$ cat config.mk
export PLATFORM = sky130hd
export DESIGN_NAME = text_to_bitstream_decoder
export DESIGN_NICKNAME = d
export VERILOG_FILES = /design/src/rtl/core/ttb_pkg.sv /design/src/rtl/core/text_to_bitstream_decoder.sv /design/src/rtl/core/ttb_in_stage.sv /design/src/rtl/core/ttb_decode.sv
export SDC_FILE = /design/constraint.sdc
export NUM_CORES = 1
export LEC_CHECK = 0
export ABC_AREA = 1
export BUFFER_PORTS_ARGS = -buffer_cell sky130_fd_sc_hd__buf_2
export CAP_MARGIN = 20
export CORE_MARGIN = 5
export CORE_UTILIZATION = 25
export CTS_CLUSTER_SIZE = 14
export DETAILED_ROUTE_END_ITERATION = 16
export PLACE_DENSITY = 0.42
export RECOVER_POWER = 100
export SETUP_SLACK_MARGIN = 0.2
export SLEW_MARGIN = 20
export SYNTH_ARGS = -nofsm -noshare
export SYNTH_HDL_FRONTEND = slang
export SYNTH_SLANG_ARGS = --single-unit
export TNS_END_PERCENT = 30
$ cat constraint.sdc
create_clock -name clk -period 3.92 [get_ports clk]
set_input_delay 0.196 -clock clk [delete_from_list [all_inputs] [get_ports clk]]
set_output_delay 0.196 -clock clk [all_outputs]
set_load 0.02 [all_outputs]
$ cat src/rtl/core/ttb_pkg.sv
package ttb_pkg;

    localparam int CHAR_W  = 8;
    localparam int BITS_W  = 12;
    localparam int COUNT_W = 4;
    localparam int DIGIT_W = 6;
    localparam int MODE_W  = 2;

    typedef enum logic [MODE_W-1:0] {
        MODE_AUTO = 2'd0,
        MODE_HEX  = 2'd1,
        MODE_BIN  = 2'd2,
        MODE_B64  = 2'd3
    } mode_t;

    typedef enum logic [2:0] {
        PH_START  = 3'd0,
        PH_ZERO   = 3'd1,
        PH_AFTERX = 3'd2,
        PH_ZEROX  = 3'd3,
        PH_HEX    = 3'd4,
        PH_BIN    = 3'd5,
        PH_HALT   = 3'd6,
        PH_PAD    = 3'd7
    } phase_t;

    typedef struct packed {
        phase_t             phase;
        logic [DIGIT_W-1:0] held_digit;
        logic               held_valid;
        logic [1:0]         run_pos;
    } ttb_state_t;

    typedef struct packed {
        logic [BITS_W-1:0]  bits;
        logic [COUNT_W-1:0] count;
        logic               done;
        logic               halted;
    } ttb_result_t;

    localparam ttb_state_t STATE_RESET = '{
        phase:      PH_START,
        held_digit: '0,
        held_valid: 1'b0,
        run_pos:    2'd0
    };

endpackage

$ cat src/rtl/core/text_to_bitstream_decoder.sv
// text to bitstream decoder: hex, binary and base64 text in, raw bits out
//
// input channel s_*: one text character per word, s_tlast marks the final
// character of a text. output channel m_*: one result word per character,
// carrying the bits that character releases, right-aligned, first bit msb.
// cfg_wr_en/cfg_wr_data write the two-bit text mode (auto, hex, binary,
// base64); a write also restarts the text. write it only while idle.
//
// throughput is one character per cycle while m_tready takes the results.
// an accepted character is held in the input register, then the decode
// logic and the parse state update load the result register, which drives
// m_tvalid.
//
// reset clears the mode to auto, the parse state to token start and both
// valid flags. when m_tready is low the result is held and one more word is
// taken into the input register; after that s_tready drops until the result
// is taken.
module text_to_bitstream_decoder (
    input  logic                             clk,
    input  logic                             rst_n,
    input  logic                             s_tvalid,
    output logic                             s_tready,
    input  logic [7:0]                       s_tdata,     // text_char
    input  logic                             s_tlast,     // end_of_text
    output logic                             m_tvalid,
    input  logic                             m_tready,
    output logic [15:0]                      m_tdata,     // out_bits[11:0], out_count[15:12]
    output logic                             m_tlast,     // text_done
    output logic                             m_tuser,     // halted
    input  logic                             cfg_wr_en,
    input  logic [ttb_pkg::MODE_W-1:0]       cfg_wr_data
);

    ttb_pkg::mode_t       mode_reg;
    ttb_pkg::mode_t       mode_next;
    ttb_pkg::ttb_state_t  state_reg;
    ttb_pkg::ttb_state_t  state_next;
    ttb_pkg::ttb_state_t  dec_state;
    ttb_pkg::ttb_result_t dec_res;
    ttb_pkg::ttb_result_t res_reg;
    logic                 out_valid_reg;
    logic                 out_valid_next;

    logic                       in_valid;
    logic [ttb_pkg::CHAR_W-1:0] in_char;
    logic                       in_last;
    logic                       advance;

    assign advance = in_valid && (!out_valid_reg || m_tready);

    ttb_in_stage u_in_stage (
        .clk      (clk),
        .rst_n    (rst_n),
        .s_tvalid (s_tvalid),
        .s_tready (s_tready),
        .s_char   (s_tdata),
        .s_last   (s_tlast),
        .advance  (advance),
        .in_valid (in_valid),
        .in_char  (in_char),
        .in_last  (in_last)
    );

    ttb_decode u_decode (
        .mode    (mode_reg),
        .cur     (state_reg),
        .in_char (in_char),
        .in_last (in_last),
        .nxt     (dec_state),
        .res     (dec_res)
    );

    always_comb
    begin
        mode_next      = mode_reg;
        state_next     = state_reg;
        out_valid_next = out_valid_reg;
        if (cfg_wr_en)
        begin
            mode_next  = ttb_pkg::mode_t'(cfg_wr_data);
            state_next = ttb_pkg::STATE_RESET;
        end
        else if (advance)
        begin
            state_next = dec_state;
        end
        if (advance)
        begin
            out_valid_next = 1'b1;
        end
        else if (m_tready)
        begin
            out_valid_next = 1'b0;
        end
    end

    always_ff @(posedge clk or negedge rst_n)
    begin
        if (!rst_n)
        begin
            mode_reg      <= ttb_pkg::MODE_AUTO;
            state_reg     <= ttb_pkg::STATE_RESET;
            out_valid_reg <= 1'b0;
        end
        else
        begin
            mode_reg      <= mode_next;
            state_reg     <= state_next;
            out_valid_reg <= out_valid_next;
        end
    end

    always_ff @(posedge clk)
    begin
        if (advance)
        begin
            res_reg <= dec_res;
        end
    end

    assign m_tvalid = out_valid_reg;
    assign m_tdata  = {res_reg.count, res_reg.bits};
    assign m_tlast  = res_reg.done;
    assign m_tuser  = res_reg.halted;

endmodule

$ cat src/rtl/core/ttb_in_stage.sv
module ttb_in_stage (
    input  logic                       clk,
    input  logic                       rst_n,
    input  logic                       s_tvalid,
    output logic                       s_tready,
    input  logic [ttb_pkg::CHAR_W-1:0] s_char,
    input  logic                       s_last,
    input  logic                       advance,
    output logic                       in_valid,
    output logic [ttb_pkg::CHAR_W-1:0] in_char,
    output logic                       in_last
);

    logic                       valid_reg;
    logic                       valid_next;
    logic [ttb_pkg::CHAR_W-1:0] char_reg;
    logic                       last_reg;
    logic                       accept;

    assign s_tready = !valid_reg || advance;
    assign accept   = s_tvalid && s_tready;

    always_comb
    begin
        valid_next = valid_reg;
        if (accept)
        begin
            valid_next = 1'b1;
        end
        else if (advance)
        begin
            valid_next = 1'b0;
        end
    end

    always_ff @(posedge clk or negedge rst_n)
    begin
        if (!rst_n)
        begin
            valid_reg <= 1'b0;
        end
        else
        begin
            valid_reg <= valid_next;
        end
    end

    always_ff @(posedge clk)
    begin
        if (accept)
        begin
            char_reg <= s_char;
            last_reg <= s_last;
        end
    end

    assign in_valid = valid_reg;
    assign in_char  = char_reg;
    assign in_last  = last_reg;

endmodule

$ cat src/rtl/core/ttb_decode.sv
module ttb_decode (
    input  ttb_pkg::mode_t             mode,
    input  ttb_pkg::ttb_state_t        cur,
    input  logic [ttb_pkg::CHAR_W-1:0] in_char,
    input  logic                       in_last,
    output ttb_pkg::ttb_state_t        nxt,
    output ttb_pkg::ttb_result_t       res
);

    localparam logic [7:0] CH_ZERO  = 8'h30;
    localparam logic [7:0] CH_ONE   = 8'h31;
    localparam logic [7:0] CH_LO_B  = 8'h62;
    localparam logic [7:0] CH_UP_B  = 8'h42;
    localparam logic [7:0] CH_LO_X  = 8'h78;
    localparam logic [7:0] CH_UP_X  = 8'h58;
    localparam logic [7:0] CH_PAD   = 8'h3D;
    localparam logic [7:0] CH_SPACE = 8'h20;
    localparam logic [7:0] CH_TAB   = 8'h09;
    localparam logic [7:0] CH_CR    = 8'h0D;

    function automatic logic [4:0] hex_val(input logic [7:0] c);
        logic [4:0] r;
        r = 5'd0;
        if (c >= 8'h30 && c <= 8'h39)
        begin
            r = {1'b1, 4'(c - 8'h30)};
        end
        else if (c >= 8'h41 && c <= 8'h46)
        begin
            r = {1'b1, 4'(c - 8'h37)};
        end
        else if (c >= 8'h61 && c <= 8'h66)
        begin
            r = {1'b1, 4'(c - 8'h57)};
        end
        return r;
    endfunction

    function automatic logic [6:0] b64_val(input logic [7:0] c);
        logic [6:0] r;
        r = 7'd0;
        if (c >= 8'h41 && c <= 8'h5A)
        begin
            r = {1'b1, 6'(c - 8'h41)};
        end
        else if (c >= 8'h61 && c <= 8'h7A)
        begin
            r = {1'b1, 6'(c - 8'h47)};
        end
        else if (c >= 8'h30 && c <= 8'h39)
        begin
            r = {1'b1, 6'(c + 8'h04)};
        end
        else if (c == 8'h2B)
        begin
            r = {1'b1, 6'd62};
        end
        else if (c == 8'h2F)
        begin
            r = {1'b1, 6'd63};
        end
        return r;
    endfunction

    function automatic logic [ttb_pkg::BITS_W-1:0] shift_in(
        input logic [ttb_pkg::BITS_W-1:0]  a,
        input logic [ttb_pkg::DIGIT_W-1:0] v,
        input logic [2:0]                  n
    );
        logic [ttb_pkg::DIGIT_W-1:0] m;
        m = (ttb_pkg::DIGIT_W'(1) << n) - ttb_pkg::DIGIT_W'(1);
        return (a << n) | {{(ttb_pkg::BITS_W-ttb_pkg::DIGIT_W){1'b0}}, v & m};
    endfunction

    logic [ttb_pkg::BITS_W-1:0]  acc;
    logic [ttb_pkg::COUNT_W-1:0] cnt;
    logic [4:0]                  hv;
    logic [6:0]                  bv;
    logic                        ws;
    logic                        hex_path;
    logic                        rel_zero;
    logic                        bin_put;
    logic [2:0]                  fl_n;
    logic [2:0]                  fl_sh;

    always_comb
    begin
        acc      = '0;
        cnt      = '0;
        nxt      = cur;
        hv       = hex_val(in_char);
        bv       = b64_val(in_char);
        ws       = (in_char == CH_SPACE) || (in_char >= CH_TAB && in_char <= CH_CR);
        hex_path = 1'b0;
        rel_zero = 1'b0;
        bin_put  = 1'b0;
        fl_n     = 3'd0;
        fl_sh    = 3'd0;

        case (mode)
            ttb_pkg::MODE_AUTO:
            begin
                case (cur.phase)
                    ttb_pkg::PH_START:
                    begin
                        if (in_char == CH_ZERO)
                            nxt.phase = ttb_pkg::PH_ZERO;
                        else
                            hex_path = 1'b1;
                    end
                    ttb_pkg::PH_ZERO:
                    begin
                        if (in_char == CH_LO_B || in_char == CH_UP_B)
                            nxt.phase = ttb_pkg::PH_BIN;
                        else if (in_char == CH_LO_X)
                            nxt.phase = ttb_pkg::PH_AFTERX;
                        else if (in_char == CH_UP_X)
                            nxt.phase = ttb_pkg::PH_HEX;
                        else
                        begin
                            rel_zero = 1'b1;
                            hex_path = 1'b1;
                        end
                    end
                    ttb_pkg::PH_AFTERX:
                    begin
                        if (in_char == CH_ZERO)
                            nxt.phase = ttb_pkg::PH_ZEROX;
                        else
                            hex_path = 1'b1;
                    end
                    ttb_pkg::PH_ZEROX:
                    begin
                        if (in_char == CH_UP_X)
                            nxt.phase = ttb_pkg::PH_HEX;
                        else
                        begin
                            rel_zero = 1'b1;
                            hex_path = 1'b1;
                        end
                    end
                    ttb_pkg::PH_HEX:
                    begin
                        hex_path = 1'b1;
                    end
                    ttb_pkg::PH_BIN:
                    begin
                        if (in_char == CH_ZERO || in_char == CH_ONE)
                            bin_put = 1'b1;
                        else
                            hex_path = 1'b1;
                    end
                    default:
                    begin
                    end
                endcase

                if (rel_zero)
                begin
                    acc = shift_in(acc, '0, 3'd4);
                    cnt = cnt + 4'd4;
                end
                if (bin_put)
                begin
                    acc = shift_in(acc, {5'd0, in_char[0]}, 3'd1);
                    cnt = cnt + 4'd1;
                end
                if (hex_path)
                begin
                    if (hv[4])
                    begin
                        acc       = shift_in(acc, {2'd0, hv[3:0]}, 3'd4);
                        cnt       = cnt + 4'd4;
                        nxt.phase = ttb_pkg::PH_HEX;
                    end
                    else if (ws)
                        nxt.phase = ttb_pkg::PH_START;
                    else
                        nxt.phase = ttb_pkg::PH_HALT;
                end
                if (in_last && (nxt.phase == ttb_pkg::PH_ZERO ||
                                nxt.phase == ttb_pkg::PH_ZEROX))
                begin
                    acc = shift_in(acc, '0, 3'd4);
                    cnt = cnt + 4'd4;
                end
            end
            ttb_pkg::MODE_HEX:
            begin
                if (cur.phase != ttb_pkg::PH_HALT)
                begin
                    if (hv[4])
                    begin
                        acc = shift_in(acc, {2'd0, hv[3:0]}, 3'd4);
                        cnt = cnt + 4'd4;
                    end
                    else
                        nxt.phase = ttb_pkg::PH_HALT;
                end
            end
            ttb_pkg::MODE_BIN:
            begin
                if (cur.phase != ttb_pkg::PH_HALT)
                begin
                    if (in_char == CH_ZERO || in_char == CH_ONE)
                    begin
                        acc = shift_in(acc, {5'd0, in_char[0]}, 3'd1);
                        cnt = cnt + 4'd1;
                    end
                    else
                        nxt.phase = ttb_pkg::PH_HALT;
                end
            end
            ttb_pkg::MODE_B64:
            begin
                if (cur.phase == ttb_pkg::PH_PAD)
                begin
                    if (in_char != CH_PAD)
                        nxt.phase = ttb_pkg::PH_HALT;
                end
                else if (cur.phase != ttb_pkg::PH_HALT)
                begin
                    if (bv[6])
                    begin
                        if (cur.held_valid)
                        begin
                            acc         = shift_in(acc, cur.held_digit, 3'd6);
                            cnt         = cnt + 4'd6;
                            nxt.run_pos = cur.run_pos + 2'd1;
                        end
                        else
                            nxt.run_pos = 2'd0;
                        nxt.held_digit = bv[5:0];
                        nxt.held_valid = 1'b1;
                    end
                    else
                    begin
                        if (nxt.held_valid)
                        begin
                            fl_n  = {nxt.run_pos, 1'b0};
                            fl_sh = 3'd6 - fl_n;
                            acc   = shift_in(acc, nxt.held_digit >> fl_sh, fl_n);
                            cnt   = cnt + {1'b0, fl_n};
                            nxt.held_valid = 1'b0;
                        end
                        nxt.phase = (in_char == CH_PAD) ? ttb_pkg::PH_PAD
                                                        : ttb_pkg::PH_HALT;
                    end
                end
                if (in_last && nxt.held_valid)
                begin
                    fl_n  = {nxt.run_pos, 1'b0};
                    fl_sh = 3'd6 - fl_n;
                    acc   = shift_in(acc, nxt.held_digit >> fl_sh, fl_n);
                    cnt   = cnt + {1'b0, fl_n};
                    nxt.held_valid = 1'b0;
                end
            end
            default:
            begin
            end
        endcase

        res.bits   = acc;
        res.count  = cnt;
        res.done   = in_last;
        res.halted = (nxt.phase == ttb_pkg::PH_HALT);

        if (in_last)
        begin
            nxt = ttb_pkg::STATE_RESET;
        end
    end

endmodule

After elaboration in Yosys (flattened, before gate mapping)
Cells that the tools add are included.
Operators by class
  reduce and logical (&&, ||, !) cells: 26
  magnitude comparators: 10
  add/subtract/negate cells: 15
  bitwise gates (word level): 6
  shift-type cells: 6
  eq/ne operators: 24
  multiplexer cells: 93
Operators by type and width (count)
  2-to-1 mux 12 bit: 18
  2-to-1 mux 3 bit: 20
  2-to-1 mux 4 bit: 15
  equality test 8 x 6 -> 1 bit, second input constant: 6
  one-hot mux 12 bit (4 select lines): 1
  2-to-1 mux 7 bit: 5
  equality test 8 x 7 -> 1 bit, second input constant: 4
  <= comparator 8 x 7 -> 1 bit, second input constant: 4
  2-to-1 mux 9 bit: 3
  OR 12 x 6 -> 12 bit: 2
  one-hot mux 3 bit (4 select lines): 2
  2-to-1 mux 1 bit: 19
  greater-or-equal comparator 8 x 7 -> 1 bit, second input constant: 2
  one-hot mux 4 bit (4 select lines): 1
  2-to-1 mux 5 bit: 3
  AND 6 bit: 2
  equality test 3 bit, second input constant: 4
  2-to-1 mux 6 bit: 2
  OR 12 x 1 -> 12 bit: 1
  OR 12 x 4 -> 12 bit: 1
  left shift 1 x 3 -> 12 bit, first input constant: 1
  left shift 1 x 3 -> 6 bit, first input constant: 2
  left shift 12 x 3 -> 12 bit: 1
  >> shifter 6 x 3 -> 6 bit: 2
  other kinds (33): 59
Storage, ports and cells
  output and inout bits: 20
  input bits: 16
  word-level logic and storage cells: 193
  bits in registers: 43

Logic depth before layout (Yosys ltp)
  word-level depth: 18
  mapped depth: 22
  mapped depth without buffers: 21

By module
A second synthesis with hierarchy kept.
Second synthesis, totals
  cell total of the unflattened synthesis: 576
  area, all modules: 3936.3 um^2
By module, submodules not included
  ttb_decode: cells each 475, times used 1, sequential area each 0.0 um^2, area an instance 2419.8 um^2
  text_to_bitstream_decoder: cells each 86, times used 1, sequential area each 915.9 um^2, area an instance 1201.2 um^2
  ttb_in_stage: cells each 15, times used 1, sequential area each 295.3 um^2, area an instance 315.3 um^2

Worst setup path after synthesis
OpenSTA, ideal clock, no wires.
  path type: flip-flop to flip-flop
  from: register u_in_stage.char_reg, in the netlist u_in_stage.in_char[2]
  to: register res_reg, in the netlist m_tdata[14] (data pin)
  path buffers: 2
  required time: 3.660 ns
  path slack: 1.001 ns
  arrival: 2.659 ns
  setup time: 0.260 ns
  clock period less this slack: 2.919 ns
  cell stages (with the launch flop): 20
  path through: edfxtp_1 clkbuf_2 inv_1 ha_1 inv_1 nand2_1 nand3_1 nand2_2 nand2_2 inv_2 nand3_4 nand2_4 nand2_2 nand2_4 inv_2 buf_6 fa_1 nand2_1 nand3_1 nand3_1
RTL lines
  from (decl): RTL line ttb_in_stage.sv:16  | logic [ttb_pkg::CHAR_W-1:0] char_reg;
  from (signal assigned): RTL line ttb_in_stage.sv:52  | char_reg <= s_char;
  to (signal assigned): RTL line text_to_bitstream_decoder.sv:117  | res_reg <= dec_res;
  to (decl): RTL line text_to_bitstream_decoder.sv:40  | ttb_pkg::ttb_result_t res_reg;

==> flow_summary.yaml <==
worst_setup_path:
  crit_path_start_kind: "flop"
  critPathMaxFanout: 15
  rrSetupSlack_ns: 0.39
  crit_arrival_ns: 3.58
  cpPeakStageDelay_ns: 0.51
  crit_required_ns: 3.96
  r2r-start: "u_in_stage.in_char[2]$_DFFE_PP_"
  cpMostUsedCell: "nand2_1"
  worstSetupEndpointType: "flop"
  slowest_stage: "edfxtp_1"
  setup.worst_path.class: "reg -> reg"
  path_cells: "clkbuf_4, ha_1, inv_1, nand2_1, nand3_1, nand2_4, nand2_1, inv_2, nand3_4, nand2_8, nand2_1, nand2_4, ha_1, inv_1, fa_1, nand2_1, nand3_1, nand3_1"
  cp-startpoint: "u_in_stage.in_char[2]$_DFFE_PP_"
place:
  dp_cells: 752
  gp_congestion: 0.864
  numPortBuffers: 35
  dpl.hpwl_um: 9540
  place_area_mm2: 0.00409
clocking:
  htreeDepth: 2
  clock_path_buffers: 2
  cts_tree: "done"
  cts_sinks: 43
  cts_buffers: 5
  clk_latency_ns: 0.30
  clockRootBuffer: "clkbuf_16"
  clk_pin_slew_ns: 0.06
logic_synthesis:
  synth_cells: 545
  async_reset_ff_share_pct: 37.2
  synth-edff-count: 27
  ys_top_cells_by_area: "edfxtp_1 22%, nand2_1 15%, dfrtp_1 11%"
  syn_nets: 578
  yosysTopAreaCellShare_pct: 21.6
  syn_area_mm2: 0.00376
  avgSynthCellArea_um2: 6.89
  yosysWarnings: 0
  seq_area_frac_synth_pct: 32.2
  ys_ff_latch: 43
  synth_ff_type: "edfxtp_1"
  yosysMostFrequentCell: "nand2_1"
  yosysTopAreaCell: "edfxtp_1"
  ys_top_cells_by_count: "147 x nand2_1, 68 x nand3_1, 60 x inv_1, 42 x nor2_1, 38 x o21ai_0"
  synth_cell_types: 38
route:
  drtPass1Iterations: 5
  totalWireLength_um: 12100
  drc: 0
  detail-route-antenna-nets: 0
  drt_iter0_drc: 362
  routedWlPerCell_um: 15.8
  vias: 3803
  viasPerCell: 4.98
timing:
  rsz0062_at_grt: "no"
  setup_viol: 0
  drv_slew: 0
  slew_headroom_pct: 31.1
  period_share_pct: 90.2
  max_clock_freq_ghz: 0.283
  fin_setup_tns_ns: 0
  clock_skew_ns: 0.00672
  finalCriticalPeriod_ns: 3.53
  final_hold_viol_count: 0
  tightest_slew_ns: 1.03
die:
  fp-row-count: 44
  coreArea_mm2: 0.0146
  die_h_um: 133
  die_w_um: 133
  io_pins: 36
  initial_utilization_pct: 25.7
  die_area_mm2: 0.0176
finish:
  drive_gt1_share_pct: 10.7
  fin_area_mm2: 0.00423
  syn_to_final_growth_pct: 12.6
  largest_reg_flops: 16
  diodes: 0
  fin_cells: 763
  fillers: 1598
  fin_nets: 611
grt:
  grt_pass1_vias: 3736
  grt_pass1_wl_um: 19900
  antenna_found_initial: 0
  grt.total_usage_pct: 14.0
  grt.overflow.total: 0
  grt_max_degree: 20
power_and_ir_drop:
  power.leakage_nw: 1.90
  finalPower_w: 0.00141
  powerDensity_mw_per_mm2: 334
  peakVddDrop_v: 0.000156
flow_run:
  cap_viol_max_count: 0
outcome:
  status: "complete, no violations"
worst_hold_path:
  hold_path_class: "in -> reg"
  hold_path_startpoint: "s_tdata[3]"
[metrics by stage]
step	worst slack [ns]	util, %	hold slack [ns]
3_3_place_gp	0.465	27.9	0.174
4_1_cts	0.325	29.0	0.0615
5_1_grt	0.114	28.9	0.0647
2_1_floorplan	1.00	-	-0.0996
6_report	0.386	28.9	0.0724
3_5_place_dp	0.324	27.9	0.186
[path summary, 6_finish.rpt]
kind                       cells after the start                         endpoint
setup / recovery                              18            m_tdata[14]$_DFFE_PP_
hold / removal                                 1  u_in_stage.in_char[3]$_DFFE_PP_
setup reg to reg                              18            m_tdata[14]$_DFFE_PP_
hold reg to reg                                2             m_tvalid$_DFFE_PN0P_
max in group asynchronous                      2  u_in_stage.in_valid$_DFFE_PN0P_
min in group asynchronous                      2         state_reg[1]$_DFFE_PN0P_
[worst max-delay path: cells and delay by family, from the launching register on]
kind / cells / cell delay [ns]
buf+inv: 4 / 0.50
fa+ha+maj: 3 / 0.83
flops: 1 / 0.51
simple gates: 11 / 1.43
[cell usage in the layout (no fill, tap or decap), types with 5 or more instances in the layout]
cell,synthesis,final
inv_2,9,10
inv_1,60,59
clkbuf_1,4,22
nor2_1,42,42
nand4_1,16,16
o31ai_1,5,5
buf_2,4,14
nand3_1,68,69
nand2_1,147,149
a21oi_1,18,18
clkbuf_16,0,5
o21ai_0,38,39
nand2_2,11,8
ha_1,16,15
nor3_1,8,8
o22ai_1,10,10
xor2_1,7,7
dfrtp_1,16,16
edfxtp_1,27,27
[timing repair]
action                                  in CTS  in global routing
hold buffers                                 1                  0
endpoints found under the setup margin       0                  3
endpoints found under the hold margin       16                  0
resized for setup                            0                  4
buffers inserted                             0                  2
[logic make-up (layout without fill, tap and decap cells)]
family	count (synthesis)	in the layout	synth area share, %
flops	43	43	32.2
simple gates	305	305	37.2
fa+ha+maj	17	17	5.86
xor+xnor	8	8	1.86
buf+inv	85	119	9.72
compound gates	87	87	13.1
[layer usage]
metal / part of all wire (%) / up-vias / wire, um / track usage (%)
li1: - / 1889 / - / -
met1: 48 / 1779 / 5830 / 19.3
met2: 45 / 118 / 5430 / 22.4
met3: 4.8 / 17 / 583 / 2.73
met4: 1.9 / 0 / 233 / 4.33
met5: 0 / - / 0 / 0
[final cells by class]
| class | instances | area [um^2] | area share, % |
|---|---|---|---|
| inverter | 70 | 264 | 6.24 |
| timing repair buffer | 41 | 193 | 4.56 |
| clock buffer | 5 | 125 | 2.96 |
| tap | 184 | 230 | 5.44 |
| sequential | 43 | 1210 | 28.6 |
| clock inverter | 3 | 23.8 | 0.562 |
| multi-input combinational | 417 | 2180 | 51.6 |
[where the power goes]
| part | leakage (nW) | switching [W] | total [W] | internal, W |
|---|---|---|---|---|
| sequential | 0.480 | 0.0000329 | 0.000566 | 0.000533 |
| combinational | 1.35 | 0.000304 | 0.000416 | 0.000112 |
| clock | 0.0664 | 0.000193 | 0.000431 | 0.000238 |
| total | 1.90 | 0.000530 | 0.00141 | 0.000883 |
No activity file was read; power rests on OpenSTA's default activity.
